File: config.mk
export PLATFORM = sky130hd
export DESIGN_NAME = utf8_to_code_point_decoder
export DESIGN_NICKNAME = d
export VERILOG_FILES = /design/src/rtl/core/u8dec_pkg.sv /design/src/rtl/core/utf8_to_code_point_decoder.sv
export SDC_FILE = /design/constraint.sdc
export NUM_CORES = 1
export LEC_CHECK = 0
export ABC_CLOCK_PERIOD_IN_PS = 2650
export BUFFER_PORTS_ARGS = -buffer_cell sky130_fd_sc_hd__buf_2
export CAP_MARGIN = 20
export CORE_MARGIN = 2
export CORE_UTILIZATION = 51
export DETAILED_ROUTE_END_ITERATION = 10
export GPL_TIMING_DRIVEN = 1
export PLACE_DENSITY = 0.75
export SLEW_MARGIN = 0
export SYNTH_ARGS = -nofsm -noshare
export SYNTH_HDL_FRONTEND = slang
export SYNTH_SLANG_ARGS = --single-unit
File: constraint.sdc
create_clock -name i_clk -period 2.65 [get_ports i_clk]
set_input_delay 0.53 -clock i_clk [delete_from_list [all_inputs] [get_ports i_clk]]
set_output_delay 0.53 -clock i_clk [all_outputs]
set_load 0.03 [all_outputs]
File: src/rtl/core/u8dec_pkg.sv
// Shared types, constants and lead-byte decoding for the UTF-8 decoder.
`timescale 1ns / 1ps
`default_nettype none

package u8dec_pkg;

    typedef logic [7:0]  t_byte;
    typedef logic [2:0]  t_count;
    typedef logic [30:0] t_code_point;

    localparam t_byte      C_CONT_SEL     = 8'hC0;
    localparam t_byte      C_CONT_TAG     = 8'h80;
    localparam logic [5:0] C_PAYLOAD_MASK = 6'h3F;

    // Sequence lengths a lead byte can announce
    localparam t_count C_LEN_NONE = 3'd0;
    localparam t_count C_LEN_1    = 3'd1;
    localparam t_count C_LEN_2    = 3'd2;
    localparam t_count C_LEN_3    = 3'd3;
    localparam t_count C_LEN_4    = 3'd4;
    localparam t_count C_LEN_5    = 3'd5;
    localparam t_count C_LEN_6    = 3'd6;

    // Length 0 marks a continuation or an illegal byte
    function automatic t_count lead_length(input t_byte b, input logic allow_long);
        t_count len;
        begin
            len = C_LEN_NONE;
            unique case (b[7:1]) inside
                [7'h00:7'h3F]: len = C_LEN_1;
                [7'h40:7'h5F]: len = C_LEN_NONE;
                [7'h60:7'h6F]: len = C_LEN_2;
                [7'h70:7'h77]: len = C_LEN_3;
                [7'h78:7'h7B]: len = C_LEN_4;
                [7'h7C:7'h7D]: len = allow_long ? C_LEN_5 : C_LEN_NONE;
                7'h7E:         len = allow_long ? C_LEN_6 : C_LEN_NONE;
                default:       len = C_LEN_NONE;
            endcase
            return len;
        end
    endfunction

    // Lead-byte payload: the byte masked by 0xFF >> (len + 1)
    function automatic logic [5:0] lead_payload(input t_byte b, input t_count len);
        logic [5:0] p;
        begin
            p = 6'd0;
            case (len)
                C_LEN_2: p = {1'b0, b[4:0]};
                C_LEN_3: p = {2'b0, b[3:0]};
                C_LEN_4: p = {3'b0, b[2:0]};
                C_LEN_5: p = {4'b0, b[1:0]};
                C_LEN_6: p = {5'b0, b[0]};
                default: p = 6'd0;
            endcase
            return p;
        end
    endfunction

endpackage

`default_nettype wire

File: src/rtl/core/utf8_to_code_point_decoder.sv
// UTF-8 byte stream to code point decoder, one byte per transaction.
// A byte accepted into the input register is decoded into the result register when the
//   decode stage advances, and o_out_valid rises once that register holds a code point.
// Throughput: 1 byte per cycle while no result stalls; the single decode stage between the
//   input and result registers sets this, and it advances whenever the result slot frees.
// Reset (i_rst_n low, synchronous): both registers empty, no sequence pending,
//   accumulator cleared, allow_long_forms set to 1.
`timescale 1ns / 1ps
`default_nettype none

module utf8_to_code_point_decoder
    import u8dec_pkg::*;
(
    input  wire         i_clk,
    input  wire         i_rst_n,
    input  wire         i_cfg_we,
    input  wire         i_cfg_wdata,
    input  wire         i_in_valid,
    output logic        o_in_stall,
    input  wire  [7:0]  i_data_byte,
    input  wire         i_end_of_stream,
    output logic        o_out_valid,
    input  wire         i_out_stall,
    output logic [30:0] o_code_point,
    output logic        o_truncated
);

    logic        r_allow_long_forms;
    logic        r_in_valid;
    t_byte       r_in_byte;
    logic        r_in_eos;
    t_count      r_remaining, n_remaining;
    t_code_point r_acc, n_acc;
    logic        r_out_valid;
    t_code_point r_code_point, n_code_point;
    logic        r_truncated, n_truncated;
    logic        n_emit;
    logic        advance;
    logic        in_accept;
    logic        is_cont;
    t_count      len;
    t_code_point shifted;

    assign advance    = r_in_valid && (!r_out_valid || !i_out_stall);
    assign o_in_stall = r_in_valid && !advance;
    assign in_accept  = i_in_valid && !o_in_stall;

    assign is_cont = (r_in_byte & C_CONT_SEL) == C_CONT_TAG;
    assign len     = lead_length(r_in_byte, r_allow_long_forms);
    assign shifted = {r_acc[24:0], r_in_byte[5:0] & C_PAYLOAD_MASK};

    always_comb begin
        n_remaining  = r_remaining;
        n_acc        = r_acc;
        n_emit       = 1'b0;
        n_code_point = r_acc;
        n_truncated  = 1'b0;
        if (r_in_eos) begin
            // flush a pending partial sequence
            n_emit       = r_remaining != C_LEN_NONE;
            n_truncated  = 1'b1;
            n_remaining  = C_LEN_NONE;
            n_acc        = '0;
        end else if (r_remaining != C_LEN_NONE && is_cont) begin
            n_remaining  = r_remaining - 3'd1;
            n_code_point = shifted;
            if (r_remaining == C_LEN_1) begin
                n_emit = 1'b1;
                n_acc  = '0;
            end else begin
                n_acc  = shifted;
            end
        end else begin
            // drop any pending sequence and treat the byte as a lead
            n_remaining = C_LEN_NONE;
            n_acc       = '0;
            if (len == C_LEN_1) begin
                n_emit       = 1'b1;
                n_code_point = {23'd0, r_in_byte};
            end else if (len != C_LEN_NONE) begin
                n_remaining = len - 3'd1;
                n_acc       = {25'd0, lead_payload(r_in_byte, len)};
            end
        end
    end

    always_ff @(posedge i_clk) begin
        if (!i_rst_n) begin
            r_allow_long_forms <= 1'b1;
            r_in_valid         <= 1'b0;
            r_remaining        <= C_LEN_NONE;
            r_acc              <= '0;
            r_out_valid        <= 1'b0;
        end else begin
            if (i_cfg_we) begin
                r_allow_long_forms <= i_cfg_wdata;
            end
            if (in_accept) begin
                r_in_valid <= 1'b1;
            end else if (advance) begin
                r_in_valid <= 1'b0;
            end
            if (advance) begin
                r_remaining <= n_remaining;
                r_acc       <= n_acc;
                r_out_valid <= n_emit;
            end else if (!i_out_stall) begin
                r_out_valid <= 1'b0;
            end
        end
    end

    always_ff @(posedge i_clk) begin
        if (in_accept) begin
            r_in_byte <= i_data_byte;
            r_in_eos  <= i_end_of_stream;
        end
        if (advance && n_emit) begin
            r_code_point <= n_code_point;
            r_truncated  <= n_truncated;
        end
    end

    assign o_out_valid  = r_out_valid;
    assign o_code_point = r_code_point;
    assign o_truncated  = r_truncated;

    // No sequence pending means an empty accumulator
    a_idle_acc_clear: assert property (@(posedge i_clk) disable iff (!i_rst_n)
        r_remaining == C_LEN_NONE |-> r_acc == '0)
        else $error("accumulator not clear while idle");

    // At most five continuation bytes are ever expected
    a_remaining_range: assert property (@(posedge i_clk) disable iff (!i_rst_n)
        r_remaining <= C_LEN_5)
        else $error("remaining count out of range");

    // Input side stalls only behind a held result
    a_stall_cause: assert property (@(posedge i_clk) disable iff (!i_rst_n)
        o_in_stall |-> (r_out_valid && i_out_stall))
        else $error("input stalled without a held result");

    // A stalled result is neither lost nor altered
    a_out_hold: assert property (@(posedge i_clk) disable iff (!i_rst_n)
        (o_out_valid && i_out_stall) |=> (o_out_valid && $stable(o_code_point)
                                          && $stable(o_truncated)))
        else $error("stalled result changed");

    // A truncated result always follows an end marker
    a_trunc_eos: assert property (@(posedge i_clk) disable iff (!i_rst_n)
        (advance && n_emit && n_truncated) |-> r_in_eos)
        else $error("truncated result without end marker");

endmodule

`default_nettype wire

-- Yosys cells after proc, flatten, opt, wreduce, memory -nomap -nowiden
Index checks and enable logic that the tools add are counted.
- bits in registers: 78
- output and inout bits: 34
- word-level logic and storage cells: 74
- $add $sub $neg: 2
- order comparisons: 10
- equality and inequality tests: 10
- mux-type cells: 25
- reduce and logical (&&, ||, !) cells: 18
- operator list (operator ; number):
    two-way mux 31 bit ; 6
    greater-or-equal comparator 7 bit (second input constant) ; 4
    <= comparator 7 bit (second input constant) ; 4
    case mux 5 bit (5 select lines) ; 1
    two-way mux 3 bit ; 6
    case mux 3 bit (6 select lines) ; 1
    logical AND 1 bit ; 10
    two-way mux 5 bit ; 2
    equality test 3 bit (second input constant) ; 3
    two-way mux 1 bit ; 9
    equality test 7 bit (second input constant) ; 1
    greater-or-equal comparator 7 x 1 -> 1 bit (second input constant) ; 1
    <= comparator 7 x 6 -> 1 bit (second input constant) ; 1
    equality test 3 x 1 -> 1 bit (second input constant) ; 2
    equality test 3 x 2 -> 1 bit (second input constant) ; 2
    nonzero test 3 bit ; 2
    subtractor 3 x 1 -> 3 bit (second input constant) ; 2
    zero test 1 bit ; 4
    equality test 2 bit (second input constant) ; 1
    != test 2 x 1 -> 1 bit (second input constant) ; 1
    nonzero test 2 bit ; 1
    logical OR 1 bit ; 1

-- Logic depth before layout (Yosys ltp)
- depth in word-level cells: 9
- mapped depth: 8

-- Worst setup path before layout
OpenSTA, ideal clock, no wires.
- kind: reg-to-reg
- start: register r_remaining[1]
- end: register r_code_point[0], in the netlist o_code_point[0] (enable)
- arrival: 2.393 ns
- data required time: 2.229 ns
- path slack: -0.164 ns
- stages on the path, launching flop included: 8
- period minus slack after synthesis: 2.814 ns
- cells stage by stage: dfxtp_1 -> inv_1 -> ha_1 -> nand2b_1 -> buf_2 -> o32ai_1 -> a21oi_1 -> nor2_1
- cells in the longest elaborated chain, start to end: 5
- elaborated cells on any way between the ends: 7
- ends and longest elaborated chain (item ; line ; RTL):
    start: declaration ; utf8_to_code_point_decoder.sv:32 ; t_count r_remaining, n_remaining;
    start signal: assignment ; utf8_to_code_point_decoder.sv:104 ; r_remaining <= n_remaining;
    equality test 3 x 1 -> 1 bit or nonzero test 3 bit (tied branches) ; utf8_to_code_point_decoder.sv:67, utf8_to_code_point_decoder.sv:60, utf8_to_code_point_decoder.sv:64 ;
    two-way mux 1 bit or logical AND 1 bit (tied branches) ; utf8_to_code_point_decoder.sv:67, utf8_to_code_point_decoder.sv:64 ;
    two-way mux 1 bit ; utf8_to_code_point_decoder.sv:64 ; end else if (r_remaining != C_LEN_NONE && is_cont) begin
    two-way mux 1 bit (*) ; utf8_to_code_point_decoder.sv:58 ; if (r_in_eos) begin
    logical AND 1 bit (*) ; utf8_to_code_point_decoder.sv:118 ; if (advance && n_emit) begin
    end signal: assignment ; utf8_to_code_point_decoder.sv:119 ; r_code_point <= n_code_point;
    end: declaration ; utf8_to_code_point_decoder.sv:35 ; t_code_point r_code_point, n_code_point;
Mark *: on every way between the ends. The rest lies on a longest branch, timed or not.
A chain may end at the register's enable or synchronous reset.

-- Worst setup path in the final report
- start: register r_remaining[0]
- end: register r_code_point[9], in the netlist o_code_point[9] (data pin)
- cells in the longest elaborated chain, start to end: 4
- ends and longest elaborated chain (item ; line):
    nonzero test 3 bit ; utf8_to_code_point_decoder.sv:64
    logical AND 1 bit ; utf8_to_code_point_decoder.sv:64
    two-way mux 31 bit ; utf8_to_code_point_decoder.sv:64
    two-way mux 31 bit ; utf8_to_code_point_decoder.sv:58
    net n_code_point[9] ; utf8_to_code_point_decoder.sv:35
The timed path passes the listed nets, and every way through them passes these cells.

==> impl_metrics.ini <==
[cts]
htreeDepth = 3
hold_buffers = 0
cts_tree = yes
clkTransAtPathRegs_ns = 0.08
cts.sinks = 78
clock_latency_ns = 0.34
cts_setup_buffers = 0
post_cts_resized = 0
clk_path_buf_depth = 2
cts-buffers-inserted = 9
clock_tree.root_cell = clkbuf_8

[power]
vdd_drop_max_uv = 380.7
p_leak_nw = 1.384
powerDensity_mw_per_mm2 = 609.5

[critical_path]
crit_fanout = 21
cp-end-kind = register
reg2regPathDepth = 7
r2r_setup_slack_ns = 0.56
path_class = register to register
arrival_ns = 2.18
r2r-end = o_code_point[9]
r2r_start = r_remaining[0]
startpoint_type = register
required_ns = 2.74

[sta]
finalSetupViolations = 0
skew_ns = 0.007284
finalCritPeriodShare = 0.7897
slew_viol_final = 0
hold_violations = 0
layout_min_cycle_time_ns = 2.093
rsz0062_at_grt = no
holdWs_ns = 0.3614
tightestPinTransition_ns = 0.5555
fin_setup_tns_ns = 0
maxSlewHeadroom = 0.6289
fmax_mhz = 477.8

[placed_design]
gp_congestion = 0.7639
dp_hpwl_um = 4119
port_buffers = 48

[synthesis]
syn_nets = 300
syn-cell-area_mm2 = 0.003298
yosysSeqAreaShare = 0.5979
ys_warn_count = 0
yosysUniqueCellTypes = 36
netlist.top_cell.by_area = edfxtp_1
avgSynthCellArea_um2 = 11.70
synth_cells = 282
ys_seq_elements = 78
synth_area_leaders = edfxtp_1 37%, dfxtp_1 22%, a22o_1 7.2%, a21boi_1 5.9%, nand4_1 5.3%
synth_top_area_share = 0.3733

[routing]
wl_um = 6373
post_drt_wl_per_cell_um = 15.62
drt_iter0_drc = 241
first_pass_iters = 4
vias = 2366
drc = 0
viasPerCell = 5.799
ant_nets = 0

[die]
io_pins = 49
die_area_mm2 = 0.007126
initial_core_util = 0.5224
die_width_um = 84.42
row_count = 29
core_mm2 = 0.006314
die_h_um = 84.42

[layout]
nNetsFinal = 345
drive_gt1_frac = 0.2266
layout_commonest_cell = buf_2
diodes = 0
final_cell_mix = 48 x buf_2, 41 x edfxtp_1, 38 x nand2_1
n_fill_cell = 529
syn2layout_area_growth_pct = 14.04

[global_route]
grt_pass1_vias = 2141
antenna_found_initial = 0
grt_use_total = 0.1821
grt_max_degree = 51
overflow = 0
grt_pass1_wl_um = 10250

[worst_hold_path]
holdCritStartpoint = i_data_byte[5]
holdPathEnd = r_in_byte[5]
hp-class = input pin to register
min_path_cells = 1

[flow_run]
maxCapViolCount = 0

[outcome]
status = completed
-- critical path, stage by stage (launching register included) --
cell	delay, ns
dfxtp_1	0.38
inv_1	0.08
ha_1	0.26
nor2b_1	0.16
o21ai_1	0.13
nand2_1	0.27
buf_4	0.32
a22o_1	0.25
-- report_power, final --
part / leakage (nW) / total, W / switching, W / internal [W]
Sequential: 0.675 / 0.00130 / 0.0000168 / 0.00129
Combinational: 0.613 / 0.000130 / 0.0000854 / 0.0000442
Clock: 0.0952 / 0.000859 / 0.000406 / 0.000453
Total: 1.38 / 0.00229 / 0.000508 / 0.00178
-- cell families (layout without fill, tap and decap cells) --
logic type | after synthesis | after routing | share of synthesized area
mux | 8 | 8 | 0.02655
flops | 78 | 78 | 0.5979
compound gates | 77 | 77 | 0.1798
simple gates | 91 | 91 | 0.1430
buf+inv | 25 | 74 | 0.04135
fa+ha+maj | 3 | 3 | 0.01138
-- synthesized netlist by cell type (all sizes together) --
| master | n |
|---|---|
| o22a | 1 |
| and4 | 1 |
| ha | 3 |
| dfxtp | 37 |
| nand2 | 38 |
| a21oi | 3 |
| edfxtp | 41 |
| nand4b | 1 |
| mux2i | 2 |
| clkbuf | 7 |
| a22o | 27 |
| and2 | 1 |
| o2bb2ai | 1 |
| nand4 | 28 |
| o21ai | 10 |
| a21boi | 29 |
| buf | 15 |
| o21a | 1 |
| o32ai | 1 |
| nor2b | 5 |
| a32o | 3 |
| nor2 | 5 |
| o22ai | 1 |
| nand3 | 4 |
| and3 | 5 |
| mux2 | 6 |
| nand2b | 3 |
| inv | 3 |
-- worst max path at each step --
stage                        start                to  depth (start not counted)
detailed placement  r_remaining[0]  o_code_point[10]                          7
finish              r_remaining[0]   o_code_point[9]                          7
CTS                 r_remaining[0]  o_code_point[10]                          7
global route        r_remaining[0]   o_code_point[9]                          7
global placement    r_remaining[0]   o_code_point[9]                          7
floorplan           r_remaining[1]   o_code_point[0]                          7
-- through the flow --
stage / area, µm² / total power, W / utilization / setup slack, ns / instances
CTS: 3761 / 0.002307 / 0.5957 / 0.5677 / 408
detailed placement: 3572 / 0.001462 / 0.5658 / 0.5843 / 393
global route: 3761 / 0.002371 / 0.5957 / 0.4318 / 408
global placement: 3572 / 0.001459 / 0.5658 / 0.6500 / 393
floorplan: 3301 / 0.001418 / - / 0.3534 / 282
finish: 3761 / 0.002293 / 0.5957 / 0.5572 / 408
-- state kept, by name (all words and copies together), names as in the netlist --
| signal | count |
|---|---|
| r_allow_long_forms | 1 |
| r_in_valid | 1 |
| r_in_eos | 1 |
| r_acc | 31 |
| r_in_byte | 8 |
| o_code_point | 31 |
| o_truncated | 1 |
| r_remaining | 3 |
| o_out_valid | 1 |
-- cell type report --
class / count / area, µm² / area share
clock buffers: 11 / 141.4 / 0.03759
multi-input cells: 179 / 1192 / 0.3170
flip-flops and latches: 78 / 1972 / 0.5243
repair buffers: 56 / 300.3 / 0.07984
well taps: 77 / 96.34 / 0.02562
inverters: 3 / 11.26 / 0.002994
clock inverters: 4 / 47.55 / 0.01264
-- per-layer routing --
layer / GRT usage / vias up / routed length, µm
met5: 0 / - / 0
met4: 0.07071 / 0 / 38
met3: 0.05211 / 2 / 345
met2: 0.2929 / 68 / 3257
met1: 0.2346 / 1140 / 2731
li1: - / 1156 / -
Note: power is estimated with default switching activity, not from simulation.
